$ cat src/sv/assert_macros.svh
// Assertion macros shared by the view matrix transform RTL.
// Included by the modules that carry assertions; no other dependencies.
`ifndef ASSERT_MACROS_SVH
`define ASSERT_MACROS_SVH
`ifndef SYNTHESIS
`define VMT_ASSERT_IMPL(lbl, clk, rst_n, ante, cons, msg) \
  lbl: assert property (@(posedge clk) disable iff (!rst_n) (ante) |-> (cons)) \
    else $error(msg);
`define VMT_ASSERT_NEXT(lbl, clk, rst_n, ante, cons, msg) \
  lbl: assert property (@(posedge clk) disable iff (!rst_n) (ante) |=> (cons)) \
    else $error(msg);
`else
`define VMT_ASSERT_IMPL(lbl, clk, rst_n, ante, cons, msg)
`define VMT_ASSERT_NEXT(lbl, clk, rst_n, ante, cons, msg)
`endif
`endif

$ cat src/sv/vmt_pkg.sv
// Shared types, constants and elaboration-time sine/cosine functions for the
// view matrix transform unit. No dependencies.
package vmt_pkg;

  localparam int ANGLE_STEPS_DEF   = 3600;
  localparam int FRACTION_BITS_DEF = 16;
  localparam int TENTHS_PER_TURN   = 3600;
  localparam int ANGLE_W           = 12;
  localparam int ELEM_W            = 32;
  localparam int TAYLOR_TERMS      = 14;

  localparam longint unsigned Q30_ONE     = 64'd1 << 30;
  localparam longint unsigned HALF_PI_Q30 = 64'd1686629713;

  localparam longint unsigned SIN_DIV [TAYLOR_TERMS] =
    '{6, 20, 42, 72, 110, 156, 210, 272, 342, 420, 506, 600, 702, 812};
  localparam longint unsigned COS_DIV [TAYLOR_TERMS] =
    '{2, 12, 30, 56, 90, 132, 182, 240, 306, 380, 462, 552, 650, 756};

  localparam logic [3:0] LOCAL_LAST = 4'd5;
  localparam logic [3:0] FULL_LAST  = 4'd15;
  localparam logic [1:0] LAST_ROW   = 2'd3;

  typedef enum logic [1:0] {
    OP_LOCAL  = 2'd0,
    OP_WORLD  = 2'd1,
    OP_ROTATE = 2'd2
  } opcode_t;

  typedef enum logic [2:0] {
    B_ONE  = 3'd0,
    B_COS  = 3'd1,
    B_SIN  = 3'd2,
    B_NSIN = 3'd3,
    B_MV0  = 3'd4,
    B_MV1  = 3'd5,
    B_MV2  = 3'd6
  } bsel_t;

  typedef struct packed {
    logic       valid;
    logic       a_one;
    logic [3:0] a_idx;
    bsel_t      b_sel;
    logic       first;
    logic       last;
    logic [3:0] dest;
  } term_t;

  typedef struct packed {
    logic       valid;
    logic       first;
    logic       last;
    logic [3:0] dest;
  } mac_tag_t;

  typedef struct packed {
    logic              en;
    logic [3:0]        addr;
    logic [ELEM_W-1:0] data;
  } mat_wr_t;

  typedef struct packed {
    logic       load;
    logic [1:0] row;
  } emit_t;

  // Sine and cosine of t (Q30, first quadrant) by a truncating Taylor series.
  function automatic logic [63:0] taylor_q30(longint unsigned t);
    longint unsigned t2;
    longint unsigned ts;
    longint unsigned tc;
    longint          ss;
    longint          cs;
    t2 = (t * t) >> 30;
    ts = t;
    tc = Q30_ONE;
    ss = $signed(t);
    cs = $signed(Q30_ONE);
    for (int n = 0; n < TAYLOR_TERMS; n++) begin
      ts = ((ts * t2) >> 30) / SIN_DIV[n];
      tc = ((tc * t2) >> 30) / COS_DIV[n];
      if (n % 2 == 0) begin
        ss = ss - $signed(ts);
        cs = cs - $signed(tc);
      end else begin
        ss = ss + $signed(ts);
        cs = cs + $signed(tc);
      end
    end
    return {ss[31:0], cs[31:0]};
  endfunction

  // Rounds a Q30 value half away from zero to frac fraction bits.
  function automatic logic signed [31:0] q30_to_fix(logic signed [31:0] v, int unsigned frac);
    longint unsigned mag;
    longint unsigned r;
    int unsigned     sh;
    sh  = 30 - frac;
    mag = v[31] ? 64'(-longint'(v)) : 64'(longint'(v));
    r   = (mag + (64'd1 << (sh - 1))) >> sh;
    return v[31] ? -32'(r) : 32'(r);
  endfunction

endpackage

$ cat src/sv/vmt_mac.sv
// Shared multiply-accumulate unit: operand stage, product stage, then a
// floor shift, accumulate and saturating matrix write. Uses vmt_pkg.
module vmt_mac #(
  parameter int FRACTION_BITS = vmt_pkg::FRACTION_BITS_DEF
) (
  input  logic                              clk,
  input  logic                              rst_n,
  input  vmt_pkg::mac_tag_t                 tag,
  input  logic signed [vmt_pkg::ELEM_W-1:0] op_a,
  input  logic signed [vmt_pkg::ELEM_W-1:0] op_b,
  output vmt_pkg::mat_wr_t                  wr
);

  localparam logic signed [63:0] SAT_MAX = 64'sd2147483647;
  localparam logic signed [63:0] SAT_MIN = -64'sd2147483648;

  vmt_pkg::mac_tag_t s1_r;
  vmt_pkg::mac_tag_t s2_r;
  logic signed [vmt_pkg::ELEM_W-1:0] op_a_r;
  logic signed [vmt_pkg::ELEM_W-1:0] op_b_r;
  logic signed [63:0] prod_r;
  logic signed [63:0] acc_r;
  logic signed [63:0] acc_nxt;
  logic signed [63:0] base;
  logic signed [63:0] term_fl;

  always_ff @(posedge clk) begin
    if (!rst_n) begin
      s1_r <= '0;
      s2_r <= '0;
    end else begin
      s1_r <= tag;
      s2_r <= s1_r;
    end
  end

  always_ff @(posedge clk) begin
    op_a_r <= op_a;
    op_b_r <= op_b;
    prod_r <= 64'(op_a_r) * 64'(op_b_r);
    if (s2_r.valid) begin
      acc_r <= acc_nxt;
    end
  end

  always_comb begin
    term_fl = prod_r >>> FRACTION_BITS;
    base    = s2_r.first ? 64'sd0 : acc_r;
    acc_nxt = base + term_fl;
    wr.en   = s2_r.valid && s2_r.last;
    wr.addr = s2_r.dest;
    if (acc_nxt > SAT_MAX) begin
      wr.data = 32'h7FFF_FFFF;
    end else if (acc_nxt < SAT_MIN) begin
      wr.data = 32'h8000_0000;
    end else begin
      wr.data = acc_nxt[31:0];
    end
  end

endmodule

$ cat config.mk
export PLATFORM = sky130hd
export DESIGN_NAME = vmt_mac
export DESIGN_NICKNAME = d
export VERILOG_FILES = /design/src/sv/assert_macros.svh /design/src/sv/vmt_pkg.sv /design/src/sv/vmt_mac.sv
export SDC_FILE = /design/constraint.sdc
export NUM_CORES = 2
export LEC_CHECK = 0
export ABC_AREA = 1
export BUFFER_PORTS_ARGS = -buffer_cell sky130_fd_sc_hd__buf_2
export CORE_MARGIN = 4
export CORE_UTILIZATION = 25
export DETAILED_ROUTE_END_ITERATION = 7
export PLACE_DENSITY = 0.51
export SETUP_SLACK_MARGIN = 0.2
export SLEW_MARGIN = 30
export SYNTH_ARGS = -nofsm -noshare
export SYNTH_HDL_FRONTEND = slang
export SYNTH_SLANG_ARGS = --single-unit
$ cat constraint.sdc
create_clock -name clk -period 9.2 [get_ports clk]
set_clock_uncertainty 0.05 [all_clocks]
set_input_delay 1.84 -clock clk [delete_from_list [all_inputs] [get_ports clk]]
set_output_delay 1.84 -clock clk [all_outputs]
set_load 0.005 [all_outputs]
==> summary.txt <==
Placed design
  – DP Wirelength: 139,400 um
  – Routability cong.: 0.9494
  – IO buf count: 109
  – Placed inst area: 53,010 um2

Clock tree
  – Longest Clk Path Bufs: 2
  – Post-CTS Setup Inserts: 0
  – TritonCTS clock tree: done
  – Worst-path clk slew: 100 ps
  – Clock sinks: 190
  – Clock H-tree levels: 4
  – TritonCTS Buffers: 17
  – Root Driver: clkbuf_16
  – Post-CTS Resized: 0
  – Hold-fix buffers at CTS: 0
  – Clock Latency Late Sink: 580 ps

Worst setup path
  – Max incr delay on CP: 840 ps
  – Slowest CP cell: dfxtp_1
  – Crit path buf inv count: 4
  – Worst Setup End Kind: register
  – Critical Path Fanout Max: 19
  – Critical path data arrival time: 8780 ps
  – Largest delay share family, worst path: adder cells
  – Worst path most repeated cell: fa_1
  – WP data required: 9620 ps
  – CP cell instances: buf_4, nand2_1, inv_1, fa_1, fa_1, fa_1, inv_1, fa_1, inv_1, fa_1, fa_1, fa_1, fa_1, ha_1, nand2_1, o21ai_0, a21oi_1, nand3_1, a21oi_1, o21ai_0, nand3_1, nand2_1, xor2_1
  – Critical path class: reg2reg
  – Startpoint Class: register
  – Flop-to-flop setup slack: 840 ps

Layout
  – Final nets: 7,900
  – Finished Cell Area: 53,650 um2
  – Fillers: 21,400
  – Layout area overhead: 8.910%
  – Share of cells above drive strength 1: 4.559%

Logic synthesis
  – Number of synthesized flops with an enable pin: 64
  – YS warnings: 0
  – Syn Area/Cell: 7.593 um2
  – Sequential fraction of the synthesis area: 9.021%
  – Async SR Flop Fraction: 0%
  – Cell taking the most area after synthesis: fa_1
  – Post-synthesis cell count: 6,488
  – Post-synth top cells: inv_1, nand2_1, fa_1
  – Post-synth cell types: 43
  – Netlist Area Pre-Place: 49,260 um2
  – Area share of the largest cell type after synthesis: 43.97%
  – Count leader, synth: inv_1
  – Area contributors post-synth: fa_1, inv_1, nand2_1
  – Synth Flop Type: dfxtp_1
  – Syn nets: 7,886
  – Yosys reg bits: 190

Global route
  – Met1 Usage GRT: 22.13%
  – GR peak layer: met2
  – Largest net degree at the start of global routing: 66
  – Overall Global Routing Usage: 16.26%
  – Antenna violations before repair: 6
  – Vias in the first global route: 42,550
  – First-pass GRT wire length: 255,100 um
  – Met3 Use GR: 2.450%
  – Grt total ovfl: 0
  – Global routing usage on met2: 27.38%

Drt
  – Residual DRC: 0
  – Routed length per instance: 17.70 um
  – DR iter-0 viols: 2,493
  – Post-route ant nets: 0
  – Drt total wl: 161,800 um
  – Total number of vias: 39,140
  – Drt pass-1 iters: 6
  – Vias per inst: 4.282

Timing
  – Setup TNS: 0 ps
  – Hold Vio Cnt, Final: 0
  – Slew Limit Headroom: 35.67%
  – Highest clock rate: 119.7 MHz
  – # setup viols final: 0
  – Max Slew Vio Count: 0
  – Worst Tran Pin Value: 963.7 ps
  – Final period util: 90.83%
  – Post-route minimum period: 8356 ps
  – RSZ-0062 raised after global routing: no

Run
  – Number of max-cap violations: 0

Floorplanning
  – Die width: 451.9 um
  – # IOs: 110
  – Row count: 162
  – Die footprint: 204,200 um2
  – Die Span Y: 451.9 um
  – Core area: 195,400 um2
  – Initial core utilization: 25.21%

Min path
  – HP Class: reg2reg

Status
  – Status: finished, final reports clean
## area by class of cell
| class | count | area, um2 | share of cell area, % |
|---|---|---|---|
| multi-input combinational | 4129 | 36620 | 68.25 |
| inverter | 1959 | 7353 | 13.71 |
| tap | 2624 | 3283 | 6.119 |
| antenna | 2 | 5.005 | 0.009328 |
| clock buffer | 17 | 425.4 | 0.7929 |
| sequential | 190 | 4456 | 8.304 |
| clock inverter | 15 | 205.2 | 0.3824 |
| timing repair buffer | 205 | 1308 | 2.437 |
## routing by layer
metal | vias to the layer above | wire, um
li1 | 18300 | -
met1 | 19710 | 73320
met4 | 4 | 3349
met5 | - | 24
met3 | 159 | 8246
met2 | 967 | 76870
## state kept, by name, indices dropped and copies added (netlist names)
name / count
wr: 4
prod_r: 48
s1_r: 7
op_b_r: 32
op_a_r: 32
s2_r: 3
acc_r: 64
## stage by stage
stage	setup slack [ps]	util, %	hold WS (ps)	cells
final	844.1	27.46	368.1	9141
after global routing	494.6	27.46	393.6	9139
after CTS	850.9	27.45	370.8	9139
after detailed placement	873.3	27.13	344.7	9107
after global placement	853.4	27.13	344.1	9107
after floorplan	2007	-	340.0	6488
## cell families (layout without fill, tap and decap cells)
group | after synthesis | after routing | synth area share (%)
DFF | 190 | 190 | 9.021
adders and majority gates | 1325 | 1325 | 50.14
other | 0 | 2 | 0
xor gates and xnor gates | 82 | 82 | 1.473
buffers and inverters | 2169 | 2196 | 16.65
AOI/OAI and AO/OA | 265 | 265 | 2.946
and+or+nand+nor | 2457 | 2457 | 19.77
## worst min-delay path, cell delays in order, from the launching register on
cell and delay [ps]:
dfxtp_1 310, nand2_1 50, inv_1 30
## placed cells by master, fill, tap and decap left out, types with 3 or more instances in the layout
cell type and count:
buf_12 3, and3_1 4, nor3_1 15, o21bai_1 11, ha_1 243, nand3_2 8
nor4_1 17, clkbuf_16 17, dfxtp_1 117, inv_2 4, clkinv_8 7, inv_12 3
nand2_2 14, buf_4 92, inv_1 1955, or2_2 9, buf_2 109, o21a_1 9
dfxtp_2 9, o21ai_0 62, nand3b_1 8, nand4_1 38, a211oi_1 4, edfxtp_1 64
nand2_1 1893, fa_1 1082, xnor2_1 29, nor2_1 310, a31oi_1 23, xor2_1 52
a21oi_1 141, a21o_1 5, and2_1 3, nand3_1 122, nor2_2 11
## final timing paths
path / from / endpoint / cells after the start
setup / recovery: op_a_r[6]$_DFF_P_ / prod_r[46]$_DFF_P_ / 23
setup reg to reg: op_a_r[6]$_DFF_P_ / prod_r[46]$_DFF_P_ / 23
hold reg to reg: s1_r[6]$_SDFF_PN0_ / s2_r[6]$_SDFF_PN0_ / 2
hold / removal: s1_r[6]$_SDFF_PN0_ / s2_r[6]$_SDFF_PN0_ / 2
Power is not shown: default switching activity piles up to over one toggle a cycle in this logic, so the estimate is an artifact.
