==> config.mk <==
export PLATFORM = sky130hd
export DESIGN_NAME = vmt_seq
export DESIGN_NICKNAME = d
export VERILOG_FILES = /design/src/sv/vmt_pkg.sv /design/src/sv/vmt_seq.sv
export VERILOG_INCLUDE_DIRS = /design/src /design/src/sv
export SDC_FILE = /design/constraint.sdc
export NUM_CORES = 1
export LEC_CHECK = 0
export BUFFER_PORTS_ARGS = -buffer_cell sky130_fd_sc_hd__clkbuf_2
export CAP_MARGIN = 15
export CORE_AREA = 5 5 68 70
export DETAILED_ROUTE_END_ITERATION = 16
export DIE_AREA = 0 0 73 75
export HOLD_SLACK_MARGIN = 0.06
export PLACE_DENSITY_LB_ADDON = 0.3
export SLEW_MARGIN = 20
export SYNTH_ARGS = -nofsm -noshare
export SYNTH_HDL_FRONTEND = slang
export SYNTH_SLANG_ARGS = --single-unit
==> constraint.sdc <==
create_clock -name clk -period 3.2 [get_ports clk]
set_input_delay 0.32 -clock clk [delete_from_list [all_inputs] [get_ports clk]]
set_output_delay 0.32 -clock clk [all_outputs]
set_load 0.05 [all_outputs]
==> src/sv/assert_macros.svh <==
// Assertion macros shared by the view matrix transform RTL.
// Included by the modules that carry assertions; no other dependencies.
`ifndef ASSERT_MACROS_SVH
`define ASSERT_MACROS_SVH
`ifndef SYNTHESIS
`define VMT_ASSERT_IMPL(lbl, clk, rst_n, ante, cons, msg) \
  lbl: assert property (@(posedge clk) disable iff (!rst_n) (ante) |-> (cons)) \
    else $error(msg);
`define VMT_ASSERT_NEXT(lbl, clk, rst_n, ante, cons, msg) \
  lbl: assert property (@(posedge clk) disable iff (!rst_n) (ante) |=> (cons)) \
    else $error(msg);
`else
`define VMT_ASSERT_IMPL(lbl, clk, rst_n, ante, cons, msg)
`define VMT_ASSERT_NEXT(lbl, clk, rst_n, ante, cons, msg)
`endif
`endif

==> src/sv/vmt_pkg.sv <==
// Shared types, constants and elaboration-time sine/cosine functions for the
// view matrix transform unit. No dependencies.
package vmt_pkg;

  localparam int ANGLE_STEPS_DEF   = 3600;
  localparam int FRACTION_BITS_DEF = 16;
  localparam int TENTHS_PER_TURN   = 3600;
  localparam int ANGLE_W           = 12;
  localparam int ELEM_W            = 32;
  localparam int TAYLOR_TERMS      = 14;

  localparam longint unsigned Q30_ONE     = 64'd1 << 30;
  localparam longint unsigned HALF_PI_Q30 = 64'd1686629713;

  localparam longint unsigned SIN_DIV [TAYLOR_TERMS] =
    '{6, 20, 42, 72, 110, 156, 210, 272, 342, 420, 506, 600, 702, 812};
  localparam longint unsigned COS_DIV [TAYLOR_TERMS] =
    '{2, 12, 30, 56, 90, 132, 182, 240, 306, 380, 462, 552, 650, 756};

  localparam logic [3:0] LOCAL_LAST = 4'd5;
  localparam logic [3:0] FULL_LAST  = 4'd15;
  localparam logic [1:0] LAST_ROW   = 2'd3;

  typedef enum logic [1:0] {
    OP_LOCAL  = 2'd0,
    OP_WORLD  = 2'd1,
    OP_ROTATE = 2'd2
  } opcode_t;

  typedef enum logic [2:0] {
    B_ONE  = 3'd0,
    B_COS  = 3'd1,
    B_SIN  = 3'd2,
    B_NSIN = 3'd3,
    B_MV0  = 3'd4,
    B_MV1  = 3'd5,
    B_MV2  = 3'd6
  } bsel_t;

  typedef struct packed {
    logic       valid;
    logic       a_one;
    logic [3:0] a_idx;
    bsel_t      b_sel;
    logic       first;
    logic       last;
    logic [3:0] dest;
  } term_t;

  typedef struct packed {
    logic       valid;
    logic       first;
    logic       last;
    logic [3:0] dest;
  } mac_tag_t;

  typedef struct packed {
    logic              en;
    logic [3:0]        addr;
    logic [ELEM_W-1:0] data;
  } mat_wr_t;

  typedef struct packed {
    logic       load;
    logic [1:0] row;
  } emit_t;

  // Sine and cosine of t (Q30, first quadrant) by a truncating Taylor series.
  function automatic logic [63:0] taylor_q30(longint unsigned t);
    longint unsigned t2;
    longint unsigned ts;
    longint unsigned tc;
    longint          ss;
    longint          cs;
    t2 = (t * t) >> 30;
    ts = t;
    tc = Q30_ONE;
    ss = $signed(t);
    cs = $signed(Q30_ONE);
    for (int n = 0; n < TAYLOR_TERMS; n++) begin
      ts = ((ts * t2) >> 30) / SIN_DIV[n];
      tc = ((tc * t2) >> 30) / COS_DIV[n];
      if (n % 2 == 0) begin
        ss = ss - $signed(ts);
        cs = cs - $signed(tc);
      end else begin
        ss = ss + $signed(ts);
        cs = cs + $signed(tc);
      end
    end
    return {ss[31:0], cs[31:0]};
  endfunction

  // Rounds a Q30 value half away from zero to frac fraction bits.
  function automatic logic signed [31:0] q30_to_fix(logic signed [31:0] v, int unsigned frac);
    longint unsigned mag;
    longint unsigned r;
    int unsigned     sh;
    sh  = 30 - frac;
    mag = v[31] ? 64'(-longint'(v)) : 64'(longint'(v));
    r   = (mag + (64'd1 << (sh - 1))) >> sh;
    return v[31] ? -32'(r) : 32'(r);
  endfunction

endpackage

==> src/sv/vmt_seq.sv <==
// Sequencer: input and output handshakes, axis walk, and the term schedule
// that feeds the shared multiply-accumulate unit. Uses vmt_pkg and the macros.
`include "assert_macros.svh"

module vmt_seq (
  input  logic                  clk,
  input  logic                  rst_n,
  input  logic                  in_valid,
  output logic                  in_stall,
  input  logic [1:0]            in_opcode,
  input  logic [2:0]            angle_nz,
  output logic                  out_valid,
  input  logic                  out_stall,
  output logic [1:0]            axis,
  output vmt_pkg::term_t        term,
  output vmt_pkg::emit_t        emit
);

  typedef enum logic [4:0] {
    S_IDLE  = 5'b00001,
    S_AXIS  = 5'b00010,
    S_RUN   = 5'b00100,
    S_DRAIN = 5'b01000,
    S_EMIT  = 5'b10000
  } state_t;

  localparam logic [1:0] AXIS_DONE  = 2'd3;
  localparam logic [1:0] DRAIN_LAST = 2'd2;

  state_t            state_r, state_nxt;
  vmt_pkg::opcode_t  op_r, op_nxt;
  logic [1:0]        axis_r, axis_nxt;
  logic [3:0]        term_r, term_nxt;
  logic [1:0]        drain_r, drain_nxt;
  logic [1:0]        row_r, row_nxt;
  logic              out_valid_r, out_valid_nxt;
  logic              start_emit;
  logic              nz_sel;
  logic [3:0]        last_term;
  logic [1:0]        p_col;
  logic [1:0]        q_col;
  vmt_pkg::bsel_t    r_pq;
  vmt_pkg::bsel_t    r_qp;
  logic [1:0]        sub;
  logic [1:0]        hi;

  function automatic vmt_pkg::bsel_t mv_sel(logic [1:0] k);
    case (k)
      2'd0:    return vmt_pkg::B_MV0;
      2'd1:    return vmt_pkg::B_MV1;
      default: return vmt_pkg::B_MV2;
    endcase
  endfunction

  always_comb begin
    case (axis_r)
      2'd0:    nz_sel = angle_nz[0];
      2'd1:    nz_sel = angle_nz[1];
      2'd2:    nz_sel = angle_nz[2];
      default: nz_sel = 1'b0;
    endcase
    last_term = (op_r == vmt_pkg::OP_LOCAL) ? vmt_pkg::LOCAL_LAST : vmt_pkg::FULL_LAST;
  end

  always_comb begin
    state_nxt     = state_r;
    op_nxt        = op_r;
    axis_nxt      = axis_r;
    term_nxt      = term_r;
    drain_nxt     = drain_r;
    row_nxt       = row_r;
    out_valid_nxt = out_valid_r;
    start_emit    = 1'b0;
    emit          = '0;
    case (state_r)
      S_IDLE: begin
        if (in_valid) begin
          op_nxt   = vmt_pkg::opcode_t'(in_opcode);
          term_nxt = '0;
          axis_nxt = '0;
          case (in_opcode)
            vmt_pkg::OP_LOCAL, vmt_pkg::OP_WORLD: state_nxt = S_RUN;
            vmt_pkg::OP_ROTATE:                   state_nxt = S_AXIS;
            default:                              start_emit = 1'b1;
          endcase
        end
      end
      S_AXIS: begin
        if (axis_r == AXIS_DONE) begin
          start_emit = 1'b1;
        end else if (nz_sel) begin
          term_nxt  = '0;
          state_nxt = S_RUN;
        end else begin
          axis_nxt = axis_r + 2'd1;
        end
      end
      S_RUN: begin
        if (term_r == last_term) begin
          drain_nxt = '0;
          state_nxt = S_DRAIN;
        end else begin
          term_nxt = term_r + 4'd1;
        end
      end
      S_DRAIN: begin
        if (drain_r == DRAIN_LAST) begin
          if (op_r == vmt_pkg::OP_ROTATE) begin
            axis_nxt  = axis_r + 2'd1;
            state_nxt = S_AXIS;
          end else begin
            start_emit = 1'b1;
          end
        end else begin
          drain_nxt = drain_r + 2'd1;
        end
      end
      S_EMIT: begin
        if (!out_stall) begin
          if (row_r == vmt_pkg::LAST_ROW) begin
            out_valid_nxt = 1'b0;
            state_nxt     = S_IDLE;
          end else begin
            row_nxt   = row_r + 2'd1;
            emit.load = 1'b1;
            emit.row  = row_r + 2'd1;
          end
        end
      end
      default: state_nxt = S_IDLE;
    endcase
    if (start_emit) begin
      state_nxt     = S_EMIT;
      out_valid_nxt = 1'b1;
      row_nxt       = '0;
      emit.load     = 1'b1;
      emit.row      = '0;
    end
  end

  always_ff @(posedge clk) begin
    if (!rst_n) begin
      state_r     <= S_IDLE;
      op_r        <= vmt_pkg::OP_LOCAL;
      axis_r      <= '0;
      term_r      <= '0;
      drain_r     <= '0;
      row_r       <= '0;
      out_valid_r <= 1'b0;
    end else begin
      state_r     <= state_nxt;
      op_r        <= op_nxt;
      axis_r      <= axis_nxt;
      term_r      <= term_nxt;
      drain_r     <= drain_nxt;
      row_r       <= row_nxt;
      out_valid_r <= out_valid_nxt;
    end
  end

  // Rotation about one axis touches only columns p and q of each row.
  always_comb begin
    case (axis_r)
      2'd0: begin
        p_col = 2'd1;
        q_col = 2'd2;
        r_pq  = vmt_pkg::B_SIN;
        r_qp  = vmt_pkg::B_NSIN;
      end
      2'd1: begin
        p_col = 2'd0;
        q_col = 2'd2;
        r_pq  = vmt_pkg::B_NSIN;
        r_qp  = vmt_pkg::B_SIN;
      end
      default: begin
        p_col = 2'd0;
        q_col = 2'd1;
        r_pq  = vmt_pkg::B_SIN;
        r_qp  = vmt_pkg::B_NSIN;
      end
    endcase
  end

  always_comb begin
    sub        = term_r[1:0];
    hi         = term_r[3:2];
    term       = '0;
    term.b_sel = vmt_pkg::B_ONE;
    term.valid = (state_r == S_RUN);
    case (op_r)
      vmt_pkg::OP_LOCAL: begin
        if (!term_r[0]) begin
          term.a_idx = {vmt_pkg::LAST_ROW, term_r[2:1]};
          term.first = 1'b1;
        end else begin
          term.a_one = 1'b1;
          term.b_sel = mv_sel(term_r[2:1]);
          term.last  = 1'b1;
          term.dest  = {vmt_pkg::LAST_ROW, term_r[2:1]};
        end
      end
      vmt_pkg::OP_WORLD: begin
        term.a_idx = {sub, hi};
        term.b_sel = (sub == 2'd3) ? vmt_pkg::B_ONE : mv_sel(sub);
        term.first = (sub == 2'd0);
        term.last  = (sub == 2'd3);
        term.dest  = {vmt_pkg::LAST_ROW, hi};
      end
      default: begin
        case (sub)
          2'd0: begin
            term.a_idx = {hi, p_col};
            term.b_sel = vmt_pkg::B_COS;
            term.first = 1'b1;
          end
          2'd1: begin
            term.a_idx = {hi, q_col};
            term.b_sel = r_qp;
            term.last  = 1'b1;
            term.dest  = {hi, p_col};
          end
          2'd2: begin
            term.a_idx = {hi, p_col};
            term.b_sel = r_pq;
            term.first = 1'b1;
          end
          default: begin
            term.a_idx = {hi, q_col};
            term.b_sel = vmt_pkg::B_COS;
            term.last  = 1'b1;
            term.dest  = {hi, q_col};
          end
        endcase
      end
    endcase
  end

  assign in_stall  = (state_r != S_IDLE);
  assign out_valid = out_valid_r;
  assign axis      = axis_r;

  `VMT_ASSERT_IMPL(a_valid_in_emit, clk, rst_n, out_valid_r, state_r == S_EMIT, "output word valid outside emit")
  `VMT_ASSERT_IMPL(a_axis_rotate, clk, rst_n, state_r == S_AXIS, op_r == vmt_pkg::OP_ROTATE, "axis walk for a non-rotate opcode")
  `VMT_ASSERT_IMPL(a_local_terms, clk, rst_n, (state_r == S_RUN) && (op_r == vmt_pkg::OP_LOCAL), term_r <= vmt_pkg::LOCAL_LAST, "local translate ran past its terms")
  `VMT_ASSERT_NEXT(a_last_row_done, clk, rst_n, out_valid_r && !out_stall && (row_r == vmt_pkg::LAST_ROW), !out_valid_r && (state_r == S_IDLE), "block not idle after the last row")

endmodule

==> impl_results.html, run 1 <==
<table>
<tr><th>Metric</th><th>Value</th></tr>
<tr><th colspan="2">Critical path</th></tr>
<tr><td>Top Family by Delay on Critical Path</td><td>simple AND/OR/NAND/NOR gates</td></tr>
<tr><td>Worst path required time</td><td>2.88 ns</td></tr>
<tr><td>Register-to-register path setup slack</td><td>0.95 ns</td></tr>
<tr><td>Endpoint kind of the worst setup timing path</td><td>output pin</td></tr>
<tr><td>Crit path buf inv count</td><td>1</td></tr>
<tr><td>Critical Path Fanout Max</td><td>6</td></tr>
<tr><td>Crit path cell chain</td><td>or3_1, nor3_1, a221o_2, or2_2, clkbuf_2</td></tr>
<tr><td>Data arrival time of the critical path</td><td>2.20 ns</td></tr>
<tr><td>Slowest-stage cell, CP</td><td>sky130_fd_sc_hd__or3_1</td></tr>
<tr><td>Worst setup path category</td><td>flip-flop to output pin</td></tr>
<tr><td>Critical Path Max Stage Delay</td><td>0.53 ns</td></tr>
<tr><td>Critical Path Source</td><td>state_r[4]</td></tr>
<tr><td>Element type at the critical path start</td><td>flip-flop</td></tr>
<tr><td>Launch point of the worst reg-to-reg path</td><td>axis[0]</td></tr>
<tr><th colspan="2">GRT</th></tr>
<tr><td>Number of antenna violations at the first check in global routing</td><td>0</td></tr>
<tr><td>Global route overflow</td><td>0</td></tr>
<tr><td>Pin count of the biggest net entering global routing</td><td>30</td></tr>
<tr><td>Wire length of the first global-routing pass</td><td>6.285 mm</td></tr>
<tr><td>Number of global-route vias before repair</td><td>1326</td></tr>
<tr><td>Global router's overall resource usage</td><td>0.1460</td></tr>
<tr><th colspan="2">Floorplanning</th></tr>
<tr><td>Number of rows created at floorplan</td><td>23</td></tr>
<tr><td>Die Outline Area</td><td>0.005475 mm^2</td></tr>
<tr><td>Starting Density</td><td>0.3897</td></tr>
<tr><td>Vertical die dimension</td><td>75 um</td></tr>
<tr><td>Top-level port count</td><td>31</td></tr>
<tr><td>Die width</td><td>73 um</td></tr>
<tr><td>Area of the core</td><td>0.003914 mm^2</td></tr>
<tr><th colspan="2">Power</th></tr>
<tr><td>Proportion of total power due to net switching</td><td>0.5297</td></tr>
<tr><td>Max rail drop VDD</td><td>0.0002396 V</td></tr>
<tr><td>Clk pwr share</td><td>0.146</td></tr>
<tr><td>Net Sw Power</td><td>0.6762 mW</td></tr>
<tr><td>Static leakage power</td><td>0.7281 nW</td></tr>
<tr><td>Relative contribution of combinational cells to total power</td><td>0.623</td></tr>
<tr><td>Power per cell area</td><td>721.1 mW/mm^2</td></tr>
<tr><td>Power Internal</td><td>0.6004 mW</td></tr>
<tr><td>Sequential group share of total power</td><td>0.231</td></tr>
<tr><th colspan="2">STA</th></tr>
<tr><td>Sum of negative setup slack</td><td>0 ns</td></tr>
<tr><td>Rel. slew slack</td><td>0.4769</td></tr>
<tr><td>Final number of setup-violating endpoints</td><td>0</td></tr>
<tr><td>Final hold violation count</td><td>0</td></tr>
<tr><td>Unrepaired setup endpoints after global routing</td><td>false</td></tr>
<tr><td>Post-Route Hold Slack</td><td>0.3335 ns</td></tr>
<tr><td>Maximum frequency from static timing analysis</td><td>0.3971 GHz</td></tr>
<tr><td>Post-route minimum period</td><td>2.518 ns</td></tr>
<tr><td>Pins over their slew limit</td><td>0</td></tr>
<tr><td>Final period util</td><td>0.7869</td></tr>
<tr><td>Worst-Margin Slew</td><td>0.7649 ns</td></tr>
<tr><td>Final Skew</td><td>0.001197 ns</td></tr>
<tr><th colspan="2">Synth</th></tr>
<tr><td>Post-synthesis share of cell area spent on and, or, nand and nor gates</td><td>0.2650</td></tr>
<tr><td>Post-Syn Nets</td><td>218</td></tr>
<tr><td>Compound-gate portion of the synthesized area</td><td>0.2789</td></tr>
<tr><td>Number of warnings issued by yosys</td><td>0</td></tr>
<tr><td>Instance count of the mapped netlist</td><td>196</td></tr>
<tr><td>Number of synthesized register bits</td><td>18</td></tr>
<tr><td>Multiplexer share of the synthesized area</td><td>0.03938</td></tr>
<tr><td>Top cell type's share of synthesized area</td><td>0.2363</td></tr>
<tr><td>Post-synthesis average cell area</td><td>7.782 um^2</td></tr>
<tr><td>EDFF count, synth</td><td>0</td></tr>
<tr><td>Primary flip-flop cell chosen by synthesis mapping</td><td>sky130_fd_sc_hd__dfxtp_1</td></tr>
<tr><td>Library cell with the highest instance count after synthesis</td><td>sky130_fd_sc_hd__nor2_1</td></tr>
<tr><td>Fraction of registers with async set or reset after synthesis</td><td>0</td></tr>
<tr><td>Count of unique library cells instantiated by Yosys</td><td>50</td></tr>
<tr><td>Largest family of logic cells by synthesized area</td><td>compound AO/OA/AOI/OAI gates</td></tr>
<tr><td>Cell taking the most area after synthesis</td><td>sky130_fd_sc_hd__dfxtp_1</td></tr>
<tr><td>XOR/XNOR share of the synthesized area</td><td>0.01723</td></tr>
<tr><td>Main area contributors after synthesis</td><td>sky130_fd_sc_hd__dfxtp_1 24%, sky130_fd_sc_hd__ha_1 11%, sky130_fd_sc_hd__nor2_1 6.4%, sky130_fd_sc_hd__nand2_1 4.7%, sky130_fd_sc_hd__a21oi_1 4.3%</td></tr>
<tr><td>Adder-Cell Fraction of Synth Area</td><td>0.1066</td></tr>
<tr><td>Total standard cell area after synthesis</td><td>0.001525 mm^2</td></tr>
<tr><td>Most common library cells after synthesis</td><td>26 x sky130_fd_sc_hd__nor2_1, 19 x sky130_fd_sc_hd__nand2_1, 18 x sky130_fd_sc_hd__dfxtp_1, 13 x sky130_fd_sc_hd__a21oi_1, 13 x sky130_fd_sc_hd__ha_1</td></tr>
<tr><td>Sequential cell area fraction in the yosys report</td><td>0.2363</td></tr>
<tr><th colspan="2">Final layout</th></tr>
<tr><td>Area delta synth-&gt;final</td><td>16.08%</td></tr>
<tr><td>Fill count</td><td>414</td></tr>
<tr><td>Util after Layout</td><td>0.4524</td></tr>
<tr><td>Final antenna diode count</td><td>0</td></tr>
<tr><td>Final design instance area without fill</td><td>0.001770 mm^2</td></tr>
<tr><td>Fraction of final layout cells sized beyond drive strength 1</td><td>0.2277</td></tr>
<tr><td>Final #Nets</td><td>247</td></tr>
<tr><th colspan="2">Route</th></tr>
<tr><td>Detailed-route via count</td><td>1458</td></tr>
<tr><td>Residual DRC count</td><td>0</td></tr>
<tr><td>Routed WL</td><td>3.647 mm</td></tr>
<tr><td>First-pass detailed-route iteration total</td><td>4</td></tr>
<tr><td>DRC marker count from the first detailed-route iteration</td><td>98</td></tr>
<tr><td>Remaining number of nets flagged by the antenna check after routing</td><td>0</td></tr>
<tr><td>Via density per instance</td><td>5.321</td></tr>
<tr><td>Per-cell routed wire length</td><td>13.31 um</td></tr>
<tr><th colspan="2">Status</th></tr>
<tr><td>Result of the run</td><td>completed</td></tr>
<tr><th colspan="2">Hold path</th></tr>
<tr><td>Hold Crit Start</td><td>in_opcode[0]</td></tr>
<tr><td>Path category of the worst min-delay check</td><td>input pin to flip-flop</td></tr>
<tr><th colspan="2">Place</th></tr>
<tr><td>Number of input and output port buffers inserted</td><td>30</td></tr>
<tr><td>Total placed instance area</td><td>0.001715 mm^2</td></tr>
<tr><td>GP Congestion</td><td>0.9013</td></tr>
<tr><td>HPWL reported at the end of detailed placement</td><td>2.830 mm</td></tr>
<tr><th colspan="2">CTS</th></tr>
<tr><td>Number of buffers created by CTS</td><td>3</td></tr>
<tr><td>Post-CTS clock slew at the launch and capture registers of the worst setup and hold paths</td><td>0.07 ns</td></tr>
<tr><td>Clock Tree Buf Depth</td><td>2</td></tr>
<tr><td>Hold-fix buffer count after cts</td><td>0</td></tr>
<tr><td>Number of clock sinks seen by CTS</td><td>18</td></tr>
<tr><td>Number of gates resized after cts</td><td>0</td></tr>
<tr><td>Clk_lat worst skew</td><td>0.26 ns</td></tr>
<tr><td>Post-CTS Setup Bufs</td><td>0</td></tr>
<tr><td>Root buffer selected by CTS</td><td>sky130_fd_sc_hd__clkbuf_8</td></tr>
<tr><td>Total number of H-tree levels</td><td>1</td></tr>
<tr><td>Clock tree from TritonCTS</td><td>done</td></tr>
<tr><th colspan="2">Flow run</th></tr>
<tr><td>Number of maximum-capacitance violations</td><td>0</td></tr>
</table>
[placed cells by master, fill, tap and decap left out, types with 2 or more instances in the layout]
master / synthesis / final
sky130_fd_sc_hd__a211oi_1: 4 / 4
sky130_fd_sc_hd__a21oi_1: 13 / 13
sky130_fd_sc_hd__a22oi_1: 2 / 2
sky130_fd_sc_hd__a31oi_1: 5 / 5
sky130_fd_sc_hd__and2_1: 2 / 2
sky130_fd_sc_hd__buf_4: 0 / 2
sky130_fd_sc_hd__clkbuf_2: 0 / 30
sky130_fd_sc_hd__clkbuf_8: 0 / 4
sky130_fd_sc_hd__dfxtp_1: 18 / 18
sky130_fd_sc_hd__ha_1: 13 / 13
sky130_fd_sc_hd__inv_1: 12 / 12
sky130_fd_sc_hd__mux2i_1: 6 / 6
sky130_fd_sc_hd__nand2_1: 19 / 19
sky130_fd_sc_hd__nand2b_1: 3 / 3
sky130_fd_sc_hd__nand3_1: 4 / 4
sky130_fd_sc_hd__nor2_1: 26 / 26
sky130_fd_sc_hd__nor2b_1: 2 / 2
sky130_fd_sc_hd__nor3_1: 4 / 4
sky130_fd_sc_hd__nor3_2: 2 / 2
sky130_fd_sc_hd__nor4_1: 3 / 3
sky130_fd_sc_hd__o21a_1: 2 / 2
sky130_fd_sc_hd__o21ai_0: 12 / 12
sky130_fd_sc_hd__o22ai_1: 4 / 4
sky130_fd_sc_hd__or2_2: 2 / 2
sky130_fd_sc_hd__or2_4: 2 / 2
sky130_fd_sc_hd__or3_1: 3 / 3
sky130_fd_sc_hd__xnor2_1: 2 / 2
[power by group through the flow]
stage / Clock, mW / Combinational (mW) / Sequential, mW
global route: 0.206 / 0.856 / 0.299
CTS: 0.196 / 0.796 / 0.294
finish: 0.186 / 0.796 / 0.295
detailed placement: 0 / 0.793 / 0.299
floorplan: 0 / 0.665 / 0.292
global placement: 0 / 0.798 / 0.297
[final timing paths]
kind	to	cells past startpoint
hold reg to reg	drain_r[1]	2
hold / removal	op_r[0]	3
setup reg to reg	axis[0]	7
setup / recovery	emit[2]	5
[routing by layer]
layer  up-vias  share of wire  global-route usage
met5         -              0                   0
met1       666           0.48              0.1932
met2        27           0.45              0.2284
met3         6          0.054             0.03872
li1        759              -                   -
met4         0          0.021             0.05328
[layout make-up]
type	count	area, um^2	area share
Tap cell	50	62.56	0.03534
Sequential cell	18	360.3	0.2035
Timing Repair Buffer	32	165.2	0.09329
Clock buffer	4	55.05	0.03110
Inverter	13	48.80	0.02756
Multi-Input combinational cell	157	1079	0.6092
[kinds of logic after synthesis]
family,Yosys count
simple gates,78
compound gates,57
buf+inv,21
flops,18
fa+ha+maj,13
mux,6
xor+xnor,3
[registers in the layout (all words and copies together), names as in the netlist]
register,flops
op_r,2
state_r,5
out_valid,1
row_r,2
term_r,4
drain_r,2
axis,2
[worst reg2reg max path, cell delays in order, from the launching register on]
cell and delay, ns:
sky130_fd_sc_hd__dfxtp_1 0.46, sky130_fd_sc_hd__inv_1 0.10, sky130_fd_sc_hd__ha_1 0.27, sky130_fd_sc_hd__a222oi_1 0.42, sky130_fd_sc_hd__o21bai_1 0.17, sky130_fd_sc_hd__a2111oi_4 0.43
sky130_fd_sc_hd__mux2i_1 0.23, sky130_fd_sc_hd__nor2_1 0.05
[stage by stage]
step | setup slack (ns) | power [mW] | instances
after floorplan | 0.7283 | 0.9572 | 196
after global placement | 0.9690 | 1.095 | 270
final | 0.6819 | 1.277 | 274
after detailed placement | 0.9350 | 1.092 | 270
after CTS | 0.6896 | 1.285 | 274
after global routing | 0.5449 | 1.361 | 274
Note: power is estimated with default switching activity, not from simulation.
==> inputs of run 2 (changes only) <==
Settings changed: ABC_AREA set to 1, CORE_AREA 5 5 68 70 to 5 5 69 71, DIE_AREA 0 0 73 75 to 0 0 74 76.
Clock period 3.2 ns to 2 ns, I/O delays scaled along.
==> run 2 against run 1 <==
Synthesized cell count increased by 23%. Global-route usage rose by 0.49 points. Die area rose by 2.7%. Worst hold slack lost 0.12 ns. Power rose by 120%. Critical endpoint is now term[10]. Final cell count rose by 20%. Area after synthesis up 3.6%. Cell area grew 7.4%. Critical path type unchanged. Non-clock buffer count is 2 higher. Worst setup slack worse by 0.58 ns.
==> impl_results.html, run 2 <==
<table>
<tr><th>Metric</th><th>Value</th></tr>
<tr><th colspan="2">Place</th></tr>
<tr><td>Number of input and output port buffers inserted</td><td>30 (unchanged)</td></tr>
<tr><td>GP Congestion</td><td>0.8998 (was 0.9013)</td></tr>
<tr><td>Pre-CTS setup slack</td><td>0.2039 ns (was 0.9350 ns)</td></tr>
<tr><td>HPWL reported at the end of detailed placement</td><td>3.135 mm (was 2.830 mm)</td></tr>
<tr><td>Dpl cells</td><td>324 (was 270)</td></tr>
<tr><th colspan="2">Route</th></tr>
<tr><td>Residual DRC count</td><td>0 (unchanged)</td></tr>
<tr><td>Via density per instance</td><td>4.903 (was 5.321)</td></tr>
<tr><td>Detailed-route via count</td><td>1618 (was 1458)</td></tr>
<tr><td>Routed WL</td><td>3.942 mm (was 3.647 mm)</td></tr>
<tr><td>DRC marker count from the first detailed-route iteration</td><td>100 (was 98)</td></tr>
<tr><td>First-pass detailed-route iteration total</td><td>4 (unchanged)</td></tr>
<tr><td>Per-cell routed wire length</td><td>11.95 um (was 13.31 um)</td></tr>
<tr><td>Remaining number of nets flagged by the antenna check after routing</td><td>0 (unchanged)</td></tr>
<tr><th colspan="2">Synth</th></tr>
<tr><td>Cell taking the most area after synthesis</td><td>sky130_fd_sc_hd__dfxtp_1 (unchanged)</td></tr>
<tr><td>Post-Syn Nets</td><td>264 (was 218)</td></tr>
<tr><td>EDFF count, synth</td><td>0 (unchanged)</td></tr>
<tr><td>Total standard cell area after synthesis</td><td>0.001580 mm^2 (was 0.001525 mm^2)</td></tr>
<tr><td>Most common library cells after synthesis</td><td>53 x sky130_fd_sc_hd__nand2_1, 33 x sky130_fd_sc_hd__inv_1, 25 x sky130_fd_sc_hd__nor2_1, 21 x sky130_fd_sc_hd__nand3_1, 18 x sky130_fd_sc_hd__dfxtp_1 (was 26 x sky130_fd_sc_hd__nor2_1, 19 x sky130_fd_sc_hd__nand2_1, 18 x sky130_fd_sc_hd__dfxtp_1, 13 x sky130_fd_sc_hd__a21oi_1, 13 x sky130_fd_sc_hd__ha_1)</td></tr>
<tr><td>Main area contributors after synthesis</td><td>sky130_fd_sc_hd__dfxtp_1 23%, sky130_fd_sc_hd__nand2_1 13%, sky130_fd_sc_hd__ha_1 10%, sky130_fd_sc_hd__inv_1 7.8%, sky130_fd_sc_hd__nand3_1 6.7% (was sky130_fd_sc_hd__dfxtp_1 24%, sky130_fd_sc_hd__ha_1 11%, sky130_fd_sc_hd__nor2_1 6.4%, sky130_fd_sc_hd__nand2_1 4.7%, sky130_fd_sc_hd__a21oi_1 4.3%)</td></tr>
<tr><td>Sequential cell area fraction in the yosys report</td><td>0.2280 (was 0.2363)</td></tr>
<tr><td>Post-synthesis average cell area</td><td>6.530 um^2 (was 7.782 um^2)</td></tr>
<tr><td>Count of unique library cells instantiated by Yosys</td><td>27 (was 50)</td></tr>
<tr><td>Number of warnings issued by yosys</td><td>0 (unchanged)</td></tr>
<tr><td>Number of synthesized register bits</td><td>18 (unchanged)</td></tr>
<tr><td>Library cell with the highest instance count after synthesis</td><td>sky130_fd_sc_hd__nand2_1 (was sky130_fd_sc_hd__nor2_1)</td></tr>
<tr><td>Fraction of registers with async set or reset after synthesis</td><td>0 (unchanged)</td></tr>
<tr><td>Primary flip-flop cell chosen by synthesis mapping</td><td>sky130_fd_sc_hd__dfxtp_1 (unchanged)</td></tr>
<tr><td>Top cell type's share of synthesized area</td><td>0.2280 (was 0.2363)</td></tr>
<tr><td>Instance count of the mapped netlist</td><td>242 (was 196)</td></tr>
<tr><th colspan="2">GRT</th></tr>
<tr><td>Pin count of the biggest net entering global routing</td><td>11 (was 30)</td></tr>
<tr><td>Global router's overall resource usage</td><td>0.1509 (was 0.1460)</td></tr>
<tr><td>Global route overflow</td><td>0 (unchanged)</td></tr>
<tr><td>Wire length of the first global-routing pass</td><td>6.941 mm (was 6.285 mm)</td></tr>
<tr><td>Number of global-route vias before repair</td><td>1562 (was 1326)</td></tr>
<tr><td>Number of antenna violations at the first check in global routing</td><td>0 (unchanged)</td></tr>
<tr><th colspan="2">Critical path</th></tr>
<tr><td>Most common cell on crit path</td><td>sky130_fd_sc_hd__inv_1</td></tr>
<tr><td>Worst setup path category</td><td>flip-flop to output pin (unchanged)</td></tr>
<tr><td>Launch point of the worst reg-to-reg path</td><td>axis[0] (unchanged)</td></tr>
<tr><td>Data arrival time of the critical path</td><td>1.70 ns (was 2.20 ns)</td></tr>
<tr><td>Worst path required time</td><td>1.80 ns (was 2.88 ns)</td></tr>
<tr><td>Critical Path Max Stage Delay</td><td>0.55 ns (was 0.53 ns)</td></tr>
<tr><td>R2R depth</td><td>10 (was 7)</td></tr>
<tr><td>Reg2reg end</td><td>state_r[3] (was axis[0])</td></tr>
<tr><td>Register-to-register path setup slack</td><td>0.39 ns (was 0.95 ns)</td></tr>
<tr><td>Slowest-stage cell, CP</td><td>sky130_fd_sc_hd__dfxtp_1 (was sky130_fd_sc_hd__or3_1)</td></tr>
<tr><td>Endpoint kind of the worst setup timing path</td><td>output pin (unchanged)</td></tr>
<tr><td>Crit path cell chain</td><td>inv_1, nor2_1, inv_1, o221ai_1, clkbuf_4 (was or3_1, nor3_1, a221o_2, or2_2, clkbuf_2)</td></tr>
<tr><td>Element type at the critical path start</td><td>flip-flop (unchanged)</td></tr>
<tr><td>Critical Path Fanout Max</td><td>8 (was 6)</td></tr>
<tr><th colspan="2">Floorplanning</th></tr>
<tr><td>Die width</td><td>74 um (was 73 um)</td></tr>
<tr><td>Number of rows created at floorplan</td><td>24 (was 23)</td></tr>
<tr><td>Die Outline Area</td><td>0.005624 mm^2 (was 0.005475 mm^2)</td></tr>
<tr><td>Vertical die dimension</td><td>76 um (was 75 um)</td></tr>
<tr><td>Top-level port count</td><td>31 (unchanged)</td></tr>
<tr><td>Area of the core</td><td>0.004174 mm^2 (was 0.003914 mm^2)</td></tr>
<tr><td>Starting Density</td><td>0.3786 (was 0.3897)</td></tr>
<tr><th colspan="2">CTS</th></tr>
<tr><td>Clk_lat worst skew</td><td>0.25 ns (was 0.26 ns)</td></tr>
<tr><td>Root buffer selected by CTS</td><td>sky130_fd_sc_hd__clkbuf_8 (unchanged)</td></tr>
<tr><td>Post-CTS clock slew at the launch and capture registers of the worst setup and hold paths</td><td>0.07 ns (about the same)</td></tr>
<tr><td>Clock Tree Buf Depth</td><td>2 (unchanged)</td></tr>
<tr><td>Number of buffers created by CTS</td><td>3 (unchanged)</td></tr>
<tr><td>Total number of H-tree levels</td><td>1 (unchanged)</td></tr>
<tr><td>Clock tree from TritonCTS</td><td>done (unchanged)</td></tr>
<tr><td>Number of clock sinks seen by CTS</td><td>18 (unchanged)</td></tr>
<tr><th colspan="2">Flow run</th></tr>
<tr><td>Number of maximum-capacitance violations</td><td>0 (unchanged)</td></tr>
<tr><th colspan="2">Final layout</th></tr>
<tr><td>Top Registers</td><td>state_r (5), term_r (4) (unchanged)</td></tr>
<tr><td>Commonest non-fill, non-tap cell in the layout</td><td>sky130_fd_sc_hd__nand2_1 (was sky130_fd_sc_hd__clkbuf_2)</td></tr>
<tr><td>Number of flip-flops under the largest register name</td><td>5 (unchanged)</td></tr>
<tr><td>Final antenna diode count</td><td>0 (unchanged)</td></tr>
<tr><td>Fraction of final layout cells sized beyond drive strength 1</td><td>0.2770 (was 0.2277)</td></tr>
<tr><td>Register ranked first by flip-flop count</td><td>state_r (unchanged)</td></tr>
<tr><td>Commonest cells after routing, fill and taps aside</td><td>53 x sky130_fd_sc_hd__nand2_1, 31 x sky130_fd_sc_hd__inv_1, 24 x sky130_fd_sc_hd__clkbuf_2 (was 30 x sky130_fd_sc_hd__clkbuf_2, 26 x sky130_fd_sc_hd__nor2_1, 19 x sky130_fd_sc_hd__nand2_1)</td></tr>
<tr><td>Final #Nets</td><td>301 (was 247)</td></tr>
<tr><td>Area delta synth-&gt;final</td><td>20.35% (was 16.08%)</td></tr>
<tr><td>Util after Layout</td><td>0.4556 (was 0.4524)</td></tr>
<tr><td>Count of non-filler cells in the finished layout</td><td>330 (was 274)</td></tr>
<tr><th colspan="2">Hold path</th></tr>
<tr><td>Path category of the worst min-delay check</td><td>input pin to flip-flop (unchanged)</td></tr>
<tr><td>Worst hold path stage count</td><td>3 (unchanged)</td></tr>
<tr><td>Hold Crit Start</td><td>rst_n (was in_opcode[0])</td></tr>
<tr><td>Capture endpoint of the worst hold path</td><td>term_r[1] (was op_r[0])</td></tr>
<tr><th colspan="2">STA</th></tr>
<tr><td>Post-Route Hold Slack</td><td>0.2174 ns (was 0.3335 ns)</td></tr>
<tr><td>Maximum frequency from static timing analysis</td><td>0.5272 GHz</td></tr>
<tr><td>Worst-Margin Slew</td><td>0.3848 ns (was 0.7649 ns)</td></tr>
<tr><td>Final number of setup-violating endpoints</td><td>0 (unchanged)</td></tr>
<tr><td>Final hold violation count</td><td>0 (unchanged)</td></tr>
<tr><td>Unrepaired setup endpoints after global routing</td><td>false (unchanged)</td></tr>
<tr><td>Post-route minimum period</td><td>1.897 ns</td></tr>
<tr><td>Pins over their slew limit</td><td>0 (unchanged)</td></tr>
<tr><td>Rel. slew slack</td><td>0.7431 (was 0.4769)</td></tr>
<tr><td>Final Skew</td><td>0.002621 ns (was 0.001197 ns)</td></tr>
<tr><td>Final worst-path setup slack</td><td>0.1031 ns (was 0.6819 ns)</td></tr>
<tr><td>Final period util</td><td>0.9484</td></tr>
<tr><th colspan="2">Power</th></tr>
<tr><td>Max rail drop VDD</td><td>0.0009114 V (was 0.0002396 V)</td></tr>
<tr><td>Power per cell area</td><td>1491 mW/mm^2 (was 721.1 mW/mm^2)</td></tr>
<tr><td>Static leakage power</td><td>0.9025 nW (was 0.7281 nW)</td></tr>
<tr><th colspan="2">Status</th></tr>
<tr><td>Result of the run</td><td>completed (unchanged)</td></tr>
</table>
## run 2: cell types whose count changed in the layout (fill, tap and decap cells not counted), moves of 7 or more
cell                       before  now
sky130_fd_sc_hd__nand2_1       19   53
sky130_fd_sc_hd__inv_1         12   31
sky130_fd_sc_hd__nand3_1        4   21
sky130_fd_sc_hd__nand4_1        1   10
sky130_fd_sc_hd__nor2_4         0    7
sky130_fd_sc_hd__o211ai_1       0    7
## run 2: logic make-up (layout without fill, tap and decap cells)
kind of cell / after synthesis / in the layout / share of synthesized area
adders and majority gates: 13 / 13 / 0.1029
AOI/OAI and AO/OA: 38 / 38 / 0.1409
DFF: 18 / 18 / 0.2280
and+or+nand+nor: 131 / 131 / 0.4165
buffers and inverters: 42 / 78 / 0.1116
## run 2: metrics by stage
stage               TNS, ns  instance area, um^2  total power, mW
floorplan           -0.1101                 1597            2.117
finish                    0                 1902            2.836
global placement          0                 1808            2.505
global route              0                 1902            3.088
detailed placement        0                 1808            2.497
CTS                       0                 1864            2.779
## run 2: routing by layer
layer,global-route usage,vias up,wire (um),share of wire
met4,0.02174,0,22,0.0056
met1,0.1894,728,1745,0.44
met5,0,-,0,0
li1,-,865,-,-
met3,0.03166,2,162,0.041
met2,0.2651,23,2011,0.51
## run 2: final cells by class
class | instances | area [um^2]
fillers | 441 | 2272
repair buffers | 34 | 193.9
multi-input cells | 182 | 1070
clock buffers | 3 | 41.29
flip-flops and latches | 18 | 370.4
well taps | 52 | 65.06
clock inverters | 1 | 3.754
inverters | 40 | 157.7
## run 2: timing repair
item                       4_1_cts  5_1_grt
hold buffers                     0        0
buffers inserted                 0        2
pin swaps                        0        1
setup endpoints to repair        5       12
resized for setup                5       16
## run 2: critical path: cells and delay by family (launching register included)
kind,cells,cell delay (ns)
AOI/OAI and AO/OA,1,0.18
buffers and inverters,3,0.50
DFF,1,0.55
and+or+nand+nor,1,0.21
## run 2: where the power goes
part	leakage, nW	switching [mW]	internal [mW]
logic	0.730	1.43	0.584
registers	0.149	0.114	0.442
clock network	0.0231	0.125	0.137
## run 2: worst max path at each step
stage                    from       end  cells after the start
floorplan           term_r[0]   term[2]                      3
global placement    term_r[0]   term[1]                      6
detailed placement  term_r[0]   term[1]                      6
CTS                 term_r[1]   term[0]                      7
global route          op_r[1]  term[10]                      5
finish                op_r[1]  term[10]                      5
